==> src/sv/etfp_pkg.sv <==
// Shared types, constants and the byte-wide CRC-16 step for the ESC telemetry frame parser.
// No dependencies; imported by every module of the block.
`default_nettype none

package etfp_pkg;

    localparam logic [7:0]  SYNC_BYTE     = 8'hA5;
    localparam logic [7:0]  TYPE_BYTE     = 8'h02;
    localparam logic [15:0] CRC_POLY      = 16'h1021;
    localparam logic [8:0]  TEMP_OFFSET   = 9'd40;

    localparam int          CNT_W         = 6;
    localparam logic [5:0]  FRAME_LEN     = 6'd34;
    localparam logic [5:0]  CRC_SPAN      = 6'd32;
    localparam logic [5:0]  CRC_LO_IDX    = 6'd32;
    localparam logic [5:0]  CRC_HI_IDX    = 6'd33;
    localparam logic [5:0]  SYNC_IDX      = 6'd0;
    localparam logic [5:0]  TYPE_IDX      = 6'd2;
    localparam logic [5:0]  PAYLOAD_FIRST = 6'd7;
    localparam logic [5:0]  PAYLOAD_LAST  = 6'd22;
    localparam logic [5:0]  COUNT_MAX     = 6'd63;
    localparam int          PAYLOAD_DEPTH = 16;

    localparam int          QUEUE_DEPTH_DEF = 2;
    localparam int          TDATA_W         = 136;

    // result status codes
    localparam logic [1:0]  STATUS_OK       = 2'd0;
    localparam logic [1:0]  STATUS_BAD_LEN  = 2'd1;
    localparam logic [1:0]  STATUS_BAD_HDR  = 2'd2;
    localparam logic [1:0]  STATUS_BAD_CRC  = 2'd3;

    typedef logic [7:0] byte_t;

    // one classified burst, handed from the front to the back
    typedef struct packed {
        logic [1:0]                    status;
        byte_t [PAYLOAD_DEPTH-1:0]     payload;  // frame bytes 7..22, entry 0 = byte 7
    } frame_rec_t;

    // CRC-16/XMODEM over one byte, MSB first
    function automatic logic [15:0] crc_byte(input logic [15:0] crc_in, input byte_t b);
        logic [15:0] c;
        c = crc_in ^ {b, 8'h00};
        for (int k = 0; k < 8; k++) begin
            if (c[15]) begin
                c = {c[14:0], 1'b0} ^ CRC_POLY;
            end else begin
                c = {c[14:0], 1'b0};
            end
        end
        return c;
    endfunction

endpackage

`default_nettype wire

==> src/sv/etfp_front.sv <==
// Front end: takes received bytes, runs the CRC, checks header and length, captures payload.
// At each burst end it pushes one classified record into the queue. Uses etfp_pkg.
`default_nettype none

module etfp_front
    import etfp_pkg::*;
(
    input  wire logic       aclk,
    input  wire logic       aresetn,
    input  wire logic       byte_valid,
    input  wire byte_t      byte_data,
    input  wire logic       byte_last,
    input  wire logic       queue_full,
    output logic            byte_ready,
    output logic            rec_push,
    output frame_rec_t      rec_data
);

    logic [CNT_W-1:0] cnt_reg, cnt_next, cnt_inc;
    logic [15:0]      crc_reg, crc_next;
    logic [15:0]      rcrc_reg, rcrc_next;
    logic             hdr_ok_reg, hdr_ok_next;
    byte_t [PAYLOAD_DEPTH-1:0] payload_reg, payload_next;
    logic             accept;
    logic             pay_wr;
    logic [3:0]       pay_off;
    logic [1:0]       status;
    logic [15:0]      crc_upd;
    logic [15:0]      rcrc_upd;
    logic [CNT_W-1:0] cnt_upd;
    logic             hdr_upd;

    assign byte_ready = !queue_full;
    assign accept     = byte_valid && byte_ready;

    always_comb begin
        crc_upd  = (cnt_reg < CRC_SPAN) ? crc_byte(crc_reg, byte_data) : crc_reg;
        hdr_upd  = hdr_ok_reg
                   && !((cnt_reg == SYNC_IDX) && (byte_data != SYNC_BYTE))
                   && !((cnt_reg == TYPE_IDX) && (byte_data != TYPE_BYTE));
        rcrc_upd = rcrc_reg;
        if (cnt_reg == CRC_LO_IDX) begin
            rcrc_upd = {rcrc_reg[15:8], byte_data};
        end else if (cnt_reg == CRC_HI_IDX) begin
            rcrc_upd = {byte_data, rcrc_reg[7:0]};
        end
        // saturate the count on overlong bursts
        cnt_inc  = (cnt_reg == COUNT_MAX) ? cnt_reg : cnt_reg + 1'b1;
        cnt_upd  = cnt_inc;

        pay_wr   = (cnt_reg >= PAYLOAD_FIRST) && (cnt_reg <= PAYLOAD_LAST);
        pay_off  = 4'(cnt_reg - PAYLOAD_FIRST);
        payload_next = payload_reg;
        if (accept && pay_wr) begin
            payload_next[pay_off] = byte_data;
        end

        if (cnt_inc != FRAME_LEN) begin
            status = STATUS_BAD_LEN;
        end else if (!hdr_upd) begin
            status = STATUS_BAD_HDR;
        end else if (crc_upd != rcrc_upd) begin
            status = STATUS_BAD_CRC;
        end else begin
            status = STATUS_OK;
        end

        cnt_next    = cnt_reg;
        crc_next    = crc_reg;
        rcrc_next   = rcrc_reg;
        hdr_ok_next = hdr_ok_reg;
        if (accept) begin
            if (byte_last) begin
                // burst done: start over
                cnt_next    = '0;
                crc_next    = '0;
                rcrc_next   = '0;
                hdr_ok_next = 1'b1;
            end else begin
                cnt_next    = cnt_upd;
                crc_next    = crc_upd;
                rcrc_next   = rcrc_upd;
                hdr_ok_next = hdr_upd;
            end
        end
    end

    assign rec_push         = accept && byte_last;
    assign rec_data.status  = status;
    assign rec_data.payload = payload_reg;

    always_ff @(posedge aclk) begin
        if (!aresetn) begin
            cnt_reg    <= '0;
            crc_reg    <= '0;
            rcrc_reg   <= '0;
            hdr_ok_reg <= 1'b1;
        end else begin
            cnt_reg    <= cnt_next;
            crc_reg    <= crc_next;
            rcrc_reg   <= rcrc_next;
            hdr_ok_reg <= hdr_ok_next;
        end
    end

    always_ff @(posedge aclk) begin
        payload_reg <= payload_next;
    end

endmodule

`default_nettype wire

==> src/sv/etfp_queue.sv <==
// Short record queue between the front end and the result stage.
// Register-based, one push and one pop per cycle. Uses etfp_pkg.
`default_nettype none

module etfp_queue
    import etfp_pkg::*;
#(
    parameter int DEPTH = QUEUE_DEPTH_DEF
) (
    input  wire logic       aclk,
    input  wire logic       aresetn,
    input  wire logic       push,
    input  wire frame_rec_t push_data,
    input  wire logic       pop,
    output frame_rec_t      pop_data,
    output logic            full,
    output logic            empty
);

    localparam int PTR_W = $clog2(DEPTH);
    localparam int CNT_W = $clog2(DEPTH + 1);

    frame_rec_t       entry_reg [DEPTH];
    logic [PTR_W-1:0] wr_ptr_reg, wr_ptr_next;
    logic [PTR_W-1:0] rd_ptr_reg, rd_ptr_next;
    logic [CNT_W-1:0] fill_reg, fill_next;
    logic             do_push, do_pop;

    assign full     = (fill_reg == CNT_W'(DEPTH));
    assign empty    = (fill_reg == '0);
    assign do_push  = push && !full;
    assign do_pop   = pop && !empty;
    assign pop_data = entry_reg[rd_ptr_reg];

    always_comb begin
        wr_ptr_next = wr_ptr_reg;
        rd_ptr_next = rd_ptr_reg;
        fill_next   = fill_reg;
        if (do_push) begin
            wr_ptr_next = (wr_ptr_reg == PTR_W'(DEPTH - 1)) ? '0 : wr_ptr_reg + 1'b1;
        end
        if (do_pop) begin
            rd_ptr_next = (rd_ptr_reg == PTR_W'(DEPTH - 1)) ? '0 : rd_ptr_reg + 1'b1;
        end
        if (do_push && !do_pop) begin
            fill_next = fill_reg + 1'b1;
        end else if (do_pop && !do_push) begin
            fill_next = fill_reg - 1'b1;
        end
    end

    always_ff @(posedge aclk) begin
        if (!aresetn) begin
            wr_ptr_reg <= '0;
            rd_ptr_reg <= '0;
            fill_reg   <= '0;
        end else begin
            wr_ptr_reg <= wr_ptr_next;
            rd_ptr_reg <= rd_ptr_next;
            fill_reg   <= fill_next;
        end
    end

    always_ff @(posedge aclk) begin
        if (do_push) begin
            entry_reg[wr_ptr_reg] <= push_data;
        end
    end

endmodule

`default_nettype wire

==> src/sv/etfp_back.sv <==
// Result stage: pops classified records, extracts the telemetry fields, drives the output register.
// Uses etfp_pkg.
`default_nettype none

module etfp_back
    import etfp_pkg::*;
(
    input  wire logic        aclk,
    input  wire logic        aresetn,
    input  wire frame_rec_t  rec_data,
    input  wire logic        rec_empty,
    output logic             rec_pop,
    output logic             res_valid,
    input  wire logic        res_ready,
    output logic [TDATA_W-1:0] res_data,
    output logic [1:0]       res_status
);

    logic               valid_reg, valid_next;
    logic [TDATA_W-1:0] data_reg, data_next;
    logic [1:0]         status_reg, status_next;
    logic               take;

    function automatic logic [8:0] temp_of(input byte_t b);
        return {1'b0, b} - TEMP_OFFSET;
    endfunction

    // load a new result when the slot is empty or being drained
    assign take    = !rec_empty && (!valid_reg || res_ready);
    assign rec_pop = take;

    always_comb begin
        valid_next  = valid_reg;
        data_next   = data_reg;
        status_next = status_reg;
        if (take) begin
            valid_next  = 1'b1;
            status_next = rec_data.status;
            data_next   = '0;
            if (rec_data.status == STATUS_OK) begin
                data_next[8:0]     = temp_of(rec_data.payload[0]);
                data_next[24:9]    = {rec_data.payload[2],  rec_data.payload[1]};
                data_next[40:25]   = {rec_data.payload[4],  rec_data.payload[3]};
                data_next[56:41]   = {rec_data.payload[6],  rec_data.payload[5]};
                data_next[72:57]   = {rec_data.payload[8],  rec_data.payload[7]};
                data_next[80:73]   = rec_data.payload[9];
                data_next[88:81]   = rec_data.payload[10];
                data_next[104:89]  = {rec_data.payload[12], rec_data.payload[11]};
                data_next[120:105] = {rec_data.payload[14], rec_data.payload[13]};
                data_next[129:121] = temp_of(rec_data.payload[15]);
            end
        end else if (res_ready) begin
            valid_next = 1'b0;
        end
    end

    always_ff @(posedge aclk) begin
        if (!aresetn) begin
            valid_reg <= 1'b0;
        end else begin
            valid_reg <= valid_next;
        end
    end

    always_ff @(posedge aclk) begin
        data_reg   <= data_next;
        status_reg <= status_next;
    end

    assign res_valid  = valid_reg;
    assign res_data   = data_reg;
    assign res_status = status_reg;

endmodule

`default_nettype wire

==> src/sv/esc_telemetry_frame_parser_top.sv <==
// A burst's record goes through the record queue and then the output register to m_tvalid.
// Throughput: one byte per cycle; s_tready drops only when the record queue is full,
// which happens only while the result output is stalled.
// Reset (aresetn low, synchronous) clears the byte counter, CRC, header flag, queue and
// output valid; captured payload bytes are not reset and are overwritten by each frame.
// Depends on etfp_pkg, etfp_front, etfp_queue and etfp_back.
`default_nettype none

module esc_telemetry_frame_parser_top
    import etfp_pkg::*;
#(
    parameter int QUEUE_DEPTH = QUEUE_DEPTH_DEF
) (
    input  wire logic               aclk,
    input  wire logic               aresetn,
    input  wire logic               s_tvalid,
    output logic                    s_tready,
    input  wire logic [7:0]         s_tdata,   // [7:0] rx_byte
    input  wire logic               s_tlast,   // burst_end
    output logic                    m_tvalid,
    input  wire logic               m_tready,
    // [8:0] fet_temp, [24:9] batt_voltage, [40:25] motor_current, [56:41] consumed_mah,
    // [72:57] erpm_div10, [80:73] pwm_level, [88:81] throttle_level,
    // [104:89] bec_voltage_mv, [120:105] bec_current_ma, [129:121] bec_temp, rest zero
    output logic [TDATA_W-1:0]      m_tdata,
    output logic [1:0]              m_tuser    // [1:0] status
);

    logic       rec_push, rec_pop, q_full, q_empty;
    frame_rec_t push_rec, pop_rec;

    etfp_front u_front (
        .aclk       (aclk),
        .aresetn    (aresetn),
        .byte_valid (s_tvalid),
        .byte_data  (s_tdata),
        .byte_last  (s_tlast),
        .queue_full (q_full),
        .byte_ready (s_tready),
        .rec_push   (rec_push),
        .rec_data   (push_rec)
    );

    etfp_queue #(
        .DEPTH (QUEUE_DEPTH)
    ) u_queue (
        .aclk      (aclk),
        .aresetn   (aresetn),
        .push      (rec_push),
        .push_data (push_rec),
        .pop       (rec_pop),
        .pop_data  (pop_rec),
        .full      (q_full),
        .empty     (q_empty)
    );

    etfp_back u_back (
        .aclk       (aclk),
        .aresetn    (aresetn),
        .rec_data   (pop_rec),
        .rec_empty  (q_empty),
        .rec_pop    (rec_pop),
        .res_valid  (m_tvalid),
        .res_ready  (m_tready),
        .res_data   (m_tdata),
        .res_status (m_tuser)
    );

endmodule

`default_nettype wire

==> config.mk <==
export PLATFORM = sky130hd
export DESIGN_NAME = esc_telemetry_frame_parser_top
export DESIGN_NICKNAME = d
export VERILOG_FILES = /design/src/sv/etfp_pkg.sv /design/src/sv/etfp_front.sv /design/src/sv/etfp_queue.sv /design/src/sv/etfp_back.sv /design/src/sv/esc_telemetry_frame_parser_top.sv
export SDC_FILE = /design/constraint.sdc
export NUM_CORES = 1
export LEC_CHECK = 0
export ABC_AREA = 1
export BUFFER_PORTS_ARGS = -buffer_cell sky130_fd_sc_hd__buf_2
export CORE_ASPECT_RATIO = 1.2
export CORE_MARGIN = 4
export CORE_UTILIZATION = 25
export DETAILED_ROUTE_END_ITERATION = 7
export PLACE_DENSITY = 0.41
export SETUP_SLACK_MARGIN = 0.5
export SKIP_LAST_GASP = 1
export SYNTH_ARGS = -nofsm -noshare
export SYNTH_HDL_FRONTEND = slang
export SYNTH_SLANG_ARGS = --single-unit
==> constraint.sdc <==
create_clock -name aclk -period 8.9 [get_ports aclk]
set_input_delay 0.445 -clock aclk [delete_from_list [all_inputs] [get_ports aclk]]
set_output_delay 0.445 -clock aclk [all_outputs]
set_load 0.03 [all_outputs]
# After elaboration in Yosys (flattened, before gate mapping)

Memories as Yosys holds them, arrays and structs flattened. A register that Yosys moved wholly into a read port is not among the register bits.
Index checks and enable logic that the tools add are counted.

$add $sub $neg: 8
Multipliers: 0
Divide/modulo/power cells: 0
Order comparisons: 5
Equal/unequal tests: 9
Shift operators: 0
Mux-type cells: 32
Bitwise gates (word level): 9
Reduce and logical (&&, ||, !) cells: 27

Operator list:

| kind                                                                                 | count |
|---|---|
| 128-bit bitwise mux                                                                  | 1 |
| 13-bit 2-to-1 mux                                                                    | 8 |
| 16-bit 2-to-1 mux                                                                    | 5 |
| 8-bit demux with 4-bit select                                                        | 1 |
| 3-bit inverter                                                                       | 8 |
| 6-bit equality test (second input constant)                                          | 3 |
| 8-bit by 6-bit subtractor with 9-bit output (second input constant)                  | 2 |
| 16-bit inequality test                                                               | 1 |
| 16-bit XOR                                                                           | 1 |
| 1-bit logical AND                                                                    | 14 |
| 6-bit 2-to-1 mux                                                                     | 2 |
| 2-bit 2-to-1 mux                                                                     | 5 |
| 1-bit 2-to-1 mux                                                                     | 9 |
| 8-bit 2-to-1 mux                                                                     | 1 |
| 8-bit by 2-bit inequality test with 1-bit output (second input constant)             | 1 |
| 8-bit inequality test (second input constant)                                        | 1 |
| 1-bit zero test                                                                      | 7 |
| 6-bit by 1-bit adder with 6-bit output (second input constant)                       | 1 |
| 6-bit by 2-bit equality test with 1-bit output (second input constant)               | 1 |
| 6-bit by 3-bit greater-or-equal comparator with 1-bit output (second input constant) | 1 |
| 6-bit by 5-bit <= comparator with 1-bit output (second input constant)               | 1 |
| 6-bit zero test                                                                      | 1 |
| 6-bit less-than comparator (second input constant)                                   | 1 |
| 6-bit inequality test (second input constant)                                        | 1 |
| other kinds (10)                                                                     | 13 |

Flip-flop bits (word level): 304
Latch bits: 0
RAM bits: 260
Memory bits (read-only): 0
Input bits: 13
Output and inout bits: 140
Logic and storage cells: 117
Memories: 1

Memories:

| name              | words | width | read ports | clocked after Yosys merged registers in | write ports | RTL line         | RTL |
|---|---|---|---|---|---|---|---|
| u_queue.entry_reg | 2     | 130   | 1          | 1                                       | 1           | etfp_queue.sv:23 | `frame_rec_t entry_reg [DEPTH];` |

# Longest topological paths before layout

Gate-level depths: netlist of run 1.

Depth in word-level cells: 22
Depth in mapped cells: 17
Mapped depth without buffers: 17

# Modules after synthesis

From an unflattened synthesis of run 1, not the netlist that was laid out.

Cells, all modules: 1570
Area total of the unflattened synthesis: 22310.1 sq um

By module, submodules not included:

| module     | times used | cells each | area each (sq um) |
|---|---|---|---|
| etfp_queue | 1          | 442        | 9648.0 |
| etfp_front | 1          | 692        | 6907.9 |
| etfp_back  | 1          | 436        | 5754.3 |

# Least setup slack after synthesis of run 1

Ideal clock, no wire load.

Path type: register to register
Start point: reg u_back.valid_reg (netlist: u_back.res_valid)
End point: reg u_queue.fill_reg[1]
Setup time: 0.122 ns
Arrival time: 8.215 ns
Required time: 8.778 ns
Setup slack: 0.563 ns
Stages on the path, launching flop included: 10
Path buffers: 0
Period minus slack after synthesis: 8.337 ns
Cells stage by stage: dfxtp_1 inv_1 nor2_1 a21oi_1 inv_1 ha_1 a21oi_1 o21ai_0 o21ai_0 a21oi_1

Cells in the longest elaborated chain, start to end: 7
Elaborated cells on any way between the ends: 9

RTL lines:

| item                                                   | RTL line                             | RTL |
|---|---|---|
| from (decl)                                            | etfp_back.sv:19                      | `logic valid_reg, valid_next;` |
| from (signal assigned)                                 | etfp_back.sv:61                      | `valid_reg <= valid_next;` |
| 1-bit zero test *                                      | etfp_back.sv:29                      | `assign take = !rec_empty && (!valid_reg \|\| res_ready);` |
| 1-bit logical OR *                                     | etfp_back.sv:29                      |  |
| 1-bit logical AND *                                    | etfp_back.sv:29                      |  |
| net rec_pop                                            | esc_telemetry_frame_parser_top.sv:29 | `logic rec_push, rec_pop, q_full, q_empty;` |
| 1-bit logical AND *                                    | etfp_queue.sv:32                     | `assign do_pop = pop && !empty;` |
| 1-bit zero test                                        | etfp_queue.sv:45                     | `if (do_push && !do_pop) begin` |
| 1-bit logical AND                                      | etfp_queue.sv:45                     |  |
| 2-bit 2-to-1 mux or 2-bit nonzero test (tied branches) | -                                    |  |
| to (signal assigned)                                   | etfp_queue.sv:60                     | `fill_reg <= fill_next;` |
| to (decl)                                              | etfp_queue.sv:26                     | `logic [CNT_W-1:0] fill_reg, fill_next;` |

Mark *: on every way through the listed nets, which the timed path passes. The rest lies on a longest branch.
A chain may end at the register's enable or synchronous reset.

# Worst setup path after layout of run 1

Start point: reg u_queue.fill_reg[0]
End point: mem u_queue.entry_reg[1][65] (netlist name) (enable)

Cells in the longest elaborated chain, start to end: 7

RTL lines:

| item                                     | RTL line                           | RTL |
|---|---|---|
| 2-bit equality test *                    | etfp_queue.sv:29                   | `assign full = (fill_reg == CNT_W'(DEPTH));` |
| 1-bit zero test *                        | etfp_front.sv:33, etfp_queue.sv:31 |  |
| 1-bit logical AND                        | etfp_front.sv:34                   | `assign accept = byte_valid && byte_ready;` |
| 1-bit logical AND                        | etfp_front.sv:88                   | `assign rec_push = accept && byte_last;` |
| 1-bit logical AND *                      | etfp_queue.sv:31                   | `assign do_push = push && !full;` |
| net u_queue.do_push                      | etfp_queue.sv:27                   | `logic do_push, do_pop;` |
| 1-bit 2-to-1 mux *                       | etfp_queue.sv:65                   | `if (do_push) begin` |
| 1-bit 2-to-1 mux (implied by the code) * | etfp_queue.sv:66                   | `entry_reg[wr_ptr_reg] <= push_data;` |
| to (decl)                                | etfp_queue.sv:23                   |  |

Marks and branches as above.

==> results of run 1 <==
-- Yosys cell counts (all sizes together), types with 2 or more instances --
library cell,instances,share of area [%]
mux2i,8,0.38
nor3,21,0.52
clkbuf,39,0.70
nand2,486,8.8
or2,5,0.15
nand4,10,0.30
a21oi,169,4.0
buf,27,0.79
o22ai,2,0.059
edfxtp,520,74
inv,88,1.6
nor2,42,1.0
o21ai,32,0.81
dfxtp,45,4.3
nand3,67,1.7
ha,8,0.48
-- metal layers --
metal	vias to the layer above	wire, um
li1	5837	-
met4	2	1300
met2	227	26800
met3	78	2580
met5	-	13
met1	6010	21800
-- layout make-up --
| cell class | instances | area (um^2) |
|---|---|---|
| fill | 8356 | 58600 |
| sequential | 565 | 16500 |
| inverter | 89 | 339 |
| timing repair buffer | 171 | 931 |
| clock inverter | 27 | 258 |
| clock buffer | 70 | 1480 |
| multi-input combinational | 862 | 3970 |
| tap | 1121 | 1400 |
-- metrics by stage --
step	setup slack [ns]	total power, W	hold WS (ns)
after global placement	4.98	0.00536	0.422
final	5.16	0.00752	0.176
after CTS	4.97	0.00768	0.129
after global routing	4.89	0.00790	0.161
after detailed placement	4.97	0.00537	0.429
after floorplan	0.563	0.00477	0.421
-- power by group --
| group | total, W | switching (W) | internal [W] |
|---|---|---|---|
| Clock | 0.00227 | 0.000966 | 0.00131 |
| Combinational | 0.00168 | 0.00132 | 0.000357 |
| Sequential | 0.00357 | 0.000212 | 0.00336 |
-- path summary, 6_finish.rpt --
path                                                        from                            endpoint  slack, ns  cells after the start
worst max register to register  u_queue.fill_reg[0]$_SDFFE_PN0P_  u_queue.entry_reg[1][65]$_DFFE_PP_       5.16                      9
worst min register to register    u_front.rec_data[98]$_DFFE_PP_  u_queue.entry_reg[0][98]$_DFFE_PP_       0.44                      0
worst max-delay path            u_queue.fill_reg[0]$_SDFFE_PN0P_  u_queue.entry_reg[1][65]$_DFFE_PP_       5.16                      9
worst min-delay path                                    m_tready       u_back.res_valid$_SDFFE_PN0P_       0.18                      4
-- worst max-delay path: cells and delay by family, from the launching register on --
family | cells | cell delay, ns
buffers and inverters | 5 | 2.27
and+or+nand+nor | 4 | 0.70
DFF | 1 | 0.31
-- cells by family (layout without fill, tap and decap cells) --
group | count (synthesis) | after routing
compound gates | 206 | 206
xor+xnor | 1 | 1
fa+ha+maj | 8 | 8
buf+inv | 155 | 357
flops | 565 | 565
mux | 8 | 8
other cells | 1 | 6
simple gates | 633 | 633
==> PnR_summary.wiki, run 1 <==
{| class="wikitable"
! Metric !! Value
|-
| Via count of the first global-routing pass || between 10000 and 15000
|-
| Total routed wirelength || ~52000 um
|-
| Data arrival, critical path || between 3 and 4 ns
|-
| Layer with the highest usage after global routing || met2
|-
| Proportion of layout cells with a drive suffix above 1 || about 16%
|-
| # setup viols final || 0
|-
| Port bufs || about 150
|-
| GR Util met1 || roughly 14%
|-
| Total of flip-flops plus latches after synthesis || 565
|-
| Most Frequent Cell on Critical Path || buf_4
|-
| Gate Count Post-Synth || 1577
|-
| Adder-cell area share of the yosys netlist || less than 1%
|-
| Met3 track utilization from global routing || around 2.7%
|-
| Register area share after synthesis || between 70 and 80%
|-
| Number of clock sinks || 565
|-
| Critical Setup Path Class || flop to flop
|-
| Simple-gate share of the synthesized area || between 10 and 15%
|-
| Worst hold path type || input port to flop
|-
| Initial core utilization || between 20 and 30%
|-
| Clock-pin transition on the worst setup and hold timing paths || 0.06 ns
|-
| Number of nets in the layout || 1764
|-
| Worst skew pair latency || about 0.6 ns
|-
| Num CTS Buffers || 54
|-
| Fraction of synthesized area in multiplexers || 0.380%
|-
| Slew at the pin closest to its max-slew limit || 1.18 ns
|-
| Fmax || about 0.27 GHz
|-
| Number of vias per cell || between 4 and 5
|-
| DRC violations left || 0
|-
| Critical-path cell list || inv_1 -> nand2_1 -> nand2_1 -> buf_4 -> nor2_1 -> inv_1 -> nor2_4 -> buf_4 -> buf_4
|-
| Most frequently used flop master after synthesis || edfxtp_1
|-
| Average wire per standard cell || about 18 um
|-
| Post-placement cell count || ~2800
|-
| Via Count || 12200
|-
| Worst rel slew slack || about a fifth
|-
| Wire length of the first global-routing pass || about 78000 um
|-
| Final std cell area, no fill || 24900 um^2
|-
| Placed wire-length estimate || between 30000 and 40000 um
|-
| Critical-path top delay cell || buf_4
|-
| Leading cell types in the layout, fill and taps excluded || edfxtp_1 (520), nand2_1 (480), a21oi_1 (168)
|-
| Worst path required time || between 9 and 10 ns
|-
| Outcome || finished, final reports clean
|-
| Number of buffers added for setup after CTS || 0
|-
| Power per standard cell area || just over 300 nW/um^2
|-
| Crit path capture type || flop
|-
| I/O pin cnt || around 150
|-
| Total die area || ~89000 um^2
|-
| Leak || around 8.8 nW
|-
| Flip-flop count of the largest register after layout || 260
|-
| Final std cells w/o fill || approximately 2900
|-
| Synth cell types || 40
|-
| Crit path launch type || flop
|-
| Main combinational cell family by area after synthesis || simple AND/OR/NAND/NOR gates
|-
| Synth Cell Area || around 21000 um^2
|-
| Syn. warnings || 0
|-
| Horiz. Die Dim || around 270 um
|-
| Final GP Congestion || between 0.7 and 0.8
|-
| Peak supply drop || around 0.26 mV
|-
| Maxcap violations || 0
|-
| Share of the cycle needed by the critical path after routing || about 42%
|-
| Global routing usage on met2 || between 20% and 30%
|-
| Largest clock skew in the final design || between 0.015 and 0.02 ns
|-
| Parity-gate share of the synthesized area counting xor and xnor cells || less than 1%
|-
| Router iterations before antenna repair || 5
|-
| Initial drt markers || 716
|-
| Cells resized by post-CTS repair || 0
|-
| Area fraction in compound gates after synthesis || roughly 5.0%
|-
| Floorplan Core Area || 83500 um^2
|-
| H-tree depth || 2
|-
| Total Routing Usage GR || between 10% and 20%
|-
| Count of endpoints failing hold in the final timing report || 0
|-
| Number of flops mapped to enable cells by yosys || 520
|-
| Hold-fix buffer count after cts || 0
|-
| Grt ovf || 0
|-
| Min Clock Period, post-route || about 3.7 ns
|-
| End-of-flow core utilization || a little under 30%
|-
| Largest incremental delay on the critical path || approximately 0.98 ns
|-
| Unrepaired setup endpoints after global routing || false
|-
| CTS tree || yes
|-
| Antenna violation net count after detailed routing || 0
|-
| Post-route setup TNS || 0 ns
|-
| Pin count of the biggest net entering global routing || ~140
|-
| Final count of pins violating max slew || 0
|-
| Maximum clock insertion buffer count || 3
|-
| Cell Area, Placed || 23200 um^2
|-
| Crit Path Max Fanout || 75
|-
| Signed area change from the synthesized netlist to the final layout || 18.2%
|-
| Average size of a mapped cell || roughly 13 um^2
|-
| Core Rows || 116
|-
| Most common cell after layout, fill and taps aside || edfxtp_1
|-
| Vertical die dimension || ~330 um
|-
| Number of antenna violations at the first check in global routing || 2
|-
| Number of diodes || 0
|-
| Clk Tree Root Cell || clkbuf_16
|-
| Async SR Flop Fraction || 0%
|}
No activity file was read; power rests on OpenSTA's default activity.
==> run 2: changes to the inputs <==
ABC_AREA = 0   (was 1)
PLACE_DENSITY = 0.4   (was 0.41)
clock period = 3.47 ns   (was 8.9 ns; I/O delays follow)
==> run 2 against run 1 <==
  * Global-route usage decreased by 0.65 points
  * Register-to-register slack got worse by 4.5 ns
  * Clock-buffer cell count decreased by 1
  * Combinational power increased by 130%
  * Critical endpoint is now u_queue.entry_reg[0][128]$_DFFE_PP_
==> PnR_summary.wiki, run 2 <==
{| class="wikitable"
! Metric !! Value
|-
| Leading cell types in the layout, fill and taps excluded || edfxtp_1 (520), nor2_1 (159), mux2i_1 (151) (was edfxtp_1 (520), nand2_1 (480), a21oi_1 (168))
|-
| Top cell type by total area after synthesis || edfxtp_1 (unchanged)
|-
| Unrepaired setup endpoints after global routing || false (unchanged)
|-
| Area share of the largest cell type after synthesis || 75.2% (was 74.1%)
|-
| Clk Tree Root Cell || clkbuf_16 (unchanged)
|-
| Initial drt markers || 609 (was 716)
|-
| Worst rel slew slack || 34.8% (was 20.6%)
|-
| Vertical die dimension || 324 um (was 326 um)
|-
| Port bufs || 146 (unchanged)
|-
| Critical Setup Path Class || flop to flop (unchanged)
|-
| Synth cell types || 45 (was 40)
|-
| Leak || 8.34 nW (was 8.81 nW)
|-
| Worst skew pair latency || 0.61 ns (was 0.60 ns)
|-
| Crit path capture type || flop (unchanged)
|-
| Signed area change from the synthesized netlist to the final layout || 19.3% (was 18.2%)
|-
| Number of nets in the layout || 1410 (was 1764)
|-
| Total routed wirelength || 48600 um (was 52500 um)
|-
| Final GP Congestion || 0.760 (was 0.755)
|-
| Final std cell area, no fill || 24700 um^2 (was 24900 um^2)
|-
| Maximum clock insertion buffer count || 3 (unchanged)
|-
| Share of the cycle needed by the critical path after routing || 81.6% (was 42.0%)
|-
| Most frequently used cell type in the post-synthesis netlist || edfxtp_1 (unchanged)
|-
| Fmax || 0.353 GHz (was 0.268 GHz)
|-
| Average size of a mapped cell || 17.4 um^2 (was 13.4 um^2)
|-
| Most frequently used flop master after synthesis || edfxtp_1 (unchanged)
|-
| I/O pin cnt || 153 (unchanged)
|-
| Pin count of the biggest net entering global routing || 88 (was 137)
|-
| Syn. warnings || 0 (unchanged)
|-
| Top post-synthesis cells by area || edfxtp_1 (75%), mux2i_1 (7.3%), dfxtp_1 (4.3%) (was edfxtp_1 (74%), nand2_1 (8.6%), dfxtp_1 (4.3%))
|-
| Grt ovf || 0 (unchanged)
|-
| Register area share after synthesis || 79.6% (was 78.4%)
|-
| Core Rows || 115 (was 116)
|-
| Largest clock skew in the final design || 0.0275 ns (was 0.0162 ns)
|-
| Crit path launch type || flop (unchanged)
|-
| Data arrival, critical path || 3.16 ns (was 3.95 ns)
|-
| Outcome || finished, final reports clean (unchanged)
|-
| H-tree depth || 2 (unchanged)
|-
| Clock-pin transition on the worst setup and hold timing paths || 0.07 ns (was 0.06 ns)
|-
| Synth Cell Area || 20800 um^2 (was 21100 um^2)
|-
| List of most frequent post-synthesis cells || edfxtp_1 (520), nor2_1 (162), mux2i_1 (151) (was edfxtp_1 (520), nand2_1 (480), a21oi_1 (169))
|-
| Total of flip-flops plus latches after synthesis || 565 (unchanged)
|-
| Total die area || 87700 um^2 (was 89000 um^2)
|-
| CTS tree || yes (unchanged)
|-
| Power per standard cell area || 726 nW/um^2 (was 302 nW/um^2)
|-
| Placed wire-length estimate || 29900 um (was 30100 um)
|-
| DRC violations left || 0 (unchanged)
|-
| Total Routing Usage GR || 10.9% (was 11.5%)
|-
| Slew at the pin closest to its max-slew limit || 0.979 ns (was 1.18 ns)
|-
| Number of antenna violations at the first check in global routing || 3 (was 2)
|-
| Worst hold path type || input port to flop (unchanged)
|-
| Average wire per standard cell || 19.1 um (was 18.1 um)
|-
| Post-route setup TNS || 0 ns (unchanged)
|-
| Gate Count Post-Synth || 1193 (was 1577)
|-
| Post-placement cell count || 2441 (was 2808)
|-
| Count of endpoints failing hold in the final timing report || 0 (unchanged)
|-
| Router iterations before antenna repair || 5 (unchanged)
|-
| Final std cells w/o fill || 2545 (was 2905)
|-
| Flip-flop count of the largest register after layout || 260 (unchanged)
|-
| Horiz. Die Dim || 271 um (was 273 um)
|-
| Via Count || 10300 (was 12200)
|-
| Most common cell after layout, fill and taps aside || edfxtp_1 (unchanged)
|-
| Wire length of the first global-routing pass || 71100 um (was 77500 um)
|-
| Async SR Flop Fraction || 0% (unchanged)
|-
| Crit Path Max Fanout || 11 (was 75)
|-
| Num CTS Buffers || 54 (unchanged)
|-
| Cell Area, Placed || 23100 um^2 (was 23200 um^2)
|-
| Antenna violation net count after detailed routing || 0 (unchanged)
|-
| Final count of pins violating max slew || 0 (unchanged)
|-
| Via count of the first global-routing pass || 10900 (was 12000)
|-
| Initial core utilization || 25.3% (was 25.2%)
|-
| Min Clock Period, post-route || 2.83 ns (was 3.74 ns)
|-
| Floorplan Core Area || 82200 um^2 (was 83500 um^2)
|-
| Number of vias per cell || 4.04 (was 4.18)
|-
| Number of clock sinks || 565 (unchanged)
|-
| Maxcap violations || 0 (unchanged)
|-
| Peak supply drop || 0.466 mV (was 0.256 mV)
|-
| Worst path required time || 3.80 ns (was 9.11 ns)
|-
| # setup viols final || 0 (unchanged)
|-
| Number of flops mapped to enable cells by yosys || 520 (unchanged)
|-
| Proportion of layout cells with a drive suffix above 1 || 19.4% (was 16.0%)
|}
==> run 2: repair_timing <==
action / 4_1_cts / 5_1_grt
hold buffers: 2 / 0
resized for setup: 1 / 2
cloned: 0 / 0
endpoints found under the setup margin: 4 / 10
setup buffers: 1 / 0
pin swaps: 1 / 0
hold endpoints to repair: 3 / 0
==> run 2: layout make-up <==
type	instances	area (um^2)
clock buffer	69	1440
multi-input combinational	568	4040
fill	8116	57400
inverter	11	41.3
timing repair buffer	189	1120
sequential	565	16500
tap	1111	1390
antenna	1	2.50
clock inverter	31	194
==> run 2: per-stage QoR <==
stage / hold WS, ns / power, W / utilization [%] / setup WS, ns
after global routing: 0.0289 / 0.0188 / 30.1 / 0.526
after floorplan: 0.272 / 0.0115 / - / -0.124
after detailed placement: 0.429 / 0.0128 / 28.1 / 0.477
after global placement: 0.422 / 0.0128 / 28.1 / 0.501
final: 0.0426 / 0.0180 / 30.1 / 0.639
after CTS: 0.00209 / 0.0183 / 30.1 / 0.606
==> run 2: final timing paths <==
kind	end	slack, ns	from	cells past startpoint
worst min register to register	u_queue.entry_reg[0][118]$_DFFE_PP_	0.43	u_front.rec_data[118]$_DFFE_PP_	0
worst max register to register	u_queue.entry_reg[0][128]$_DFFE_PP_	0.64	u_front.cnt_reg[2]$_SDFFE_PN0P_	7
worst max-delay path	u_queue.entry_reg[0][128]$_DFFE_PP_	0.64	u_front.cnt_reg[2]$_SDFFE_PN0P_	7
worst min-delay path	u_front.rec_data[119]$_DFFE_PP_	0.04	s_tdata[7]	1
==> run 2: worst max-delay path, stage by stage, from the launching register on <==
cell,delay [ns]
dfxtp_1,0.42
or4b_4,0.61
or3_4,0.46
mux2i_1,0.23
xor2_1,0.17
nand4_1,0.17
nor4_4,0.35
a21oi_1,0.14
==> run 2: cell families (layout without fill, tap and decap cells) <==
group,after synthesis,in the layout,synth area share (%)
flops,565,565,79.6
simple gates,266,266,5.79
buf+inv,65,300,1.37
other cells,1,7,0.0181
fa+ha+maj,8,8,0.482
xor+xnor,63,63,3.12
compound gates,74,74,2.35
mux,151,151,7.28
==> run 2: power by group <==
part	internal (W)	switching, W	leakage, nW
Sequential	0.00836	0.000247	5.19
Combinational	0.00115	0.00272	2.37
Clock	0.00300	0.00248	0.783
==> run 2: metal layers <==
layer | vias to the layer above | track usage [%] | wire length, um
met2 | 208 | 19.5 | 24900
li1 | 4827 | - | -
met1 | 5141 | 12.9 | 20000
met3 | 95 | 2.16 | 2000
met4 | 0 | 4.11 | 1640
met5 | - | 0 | 0
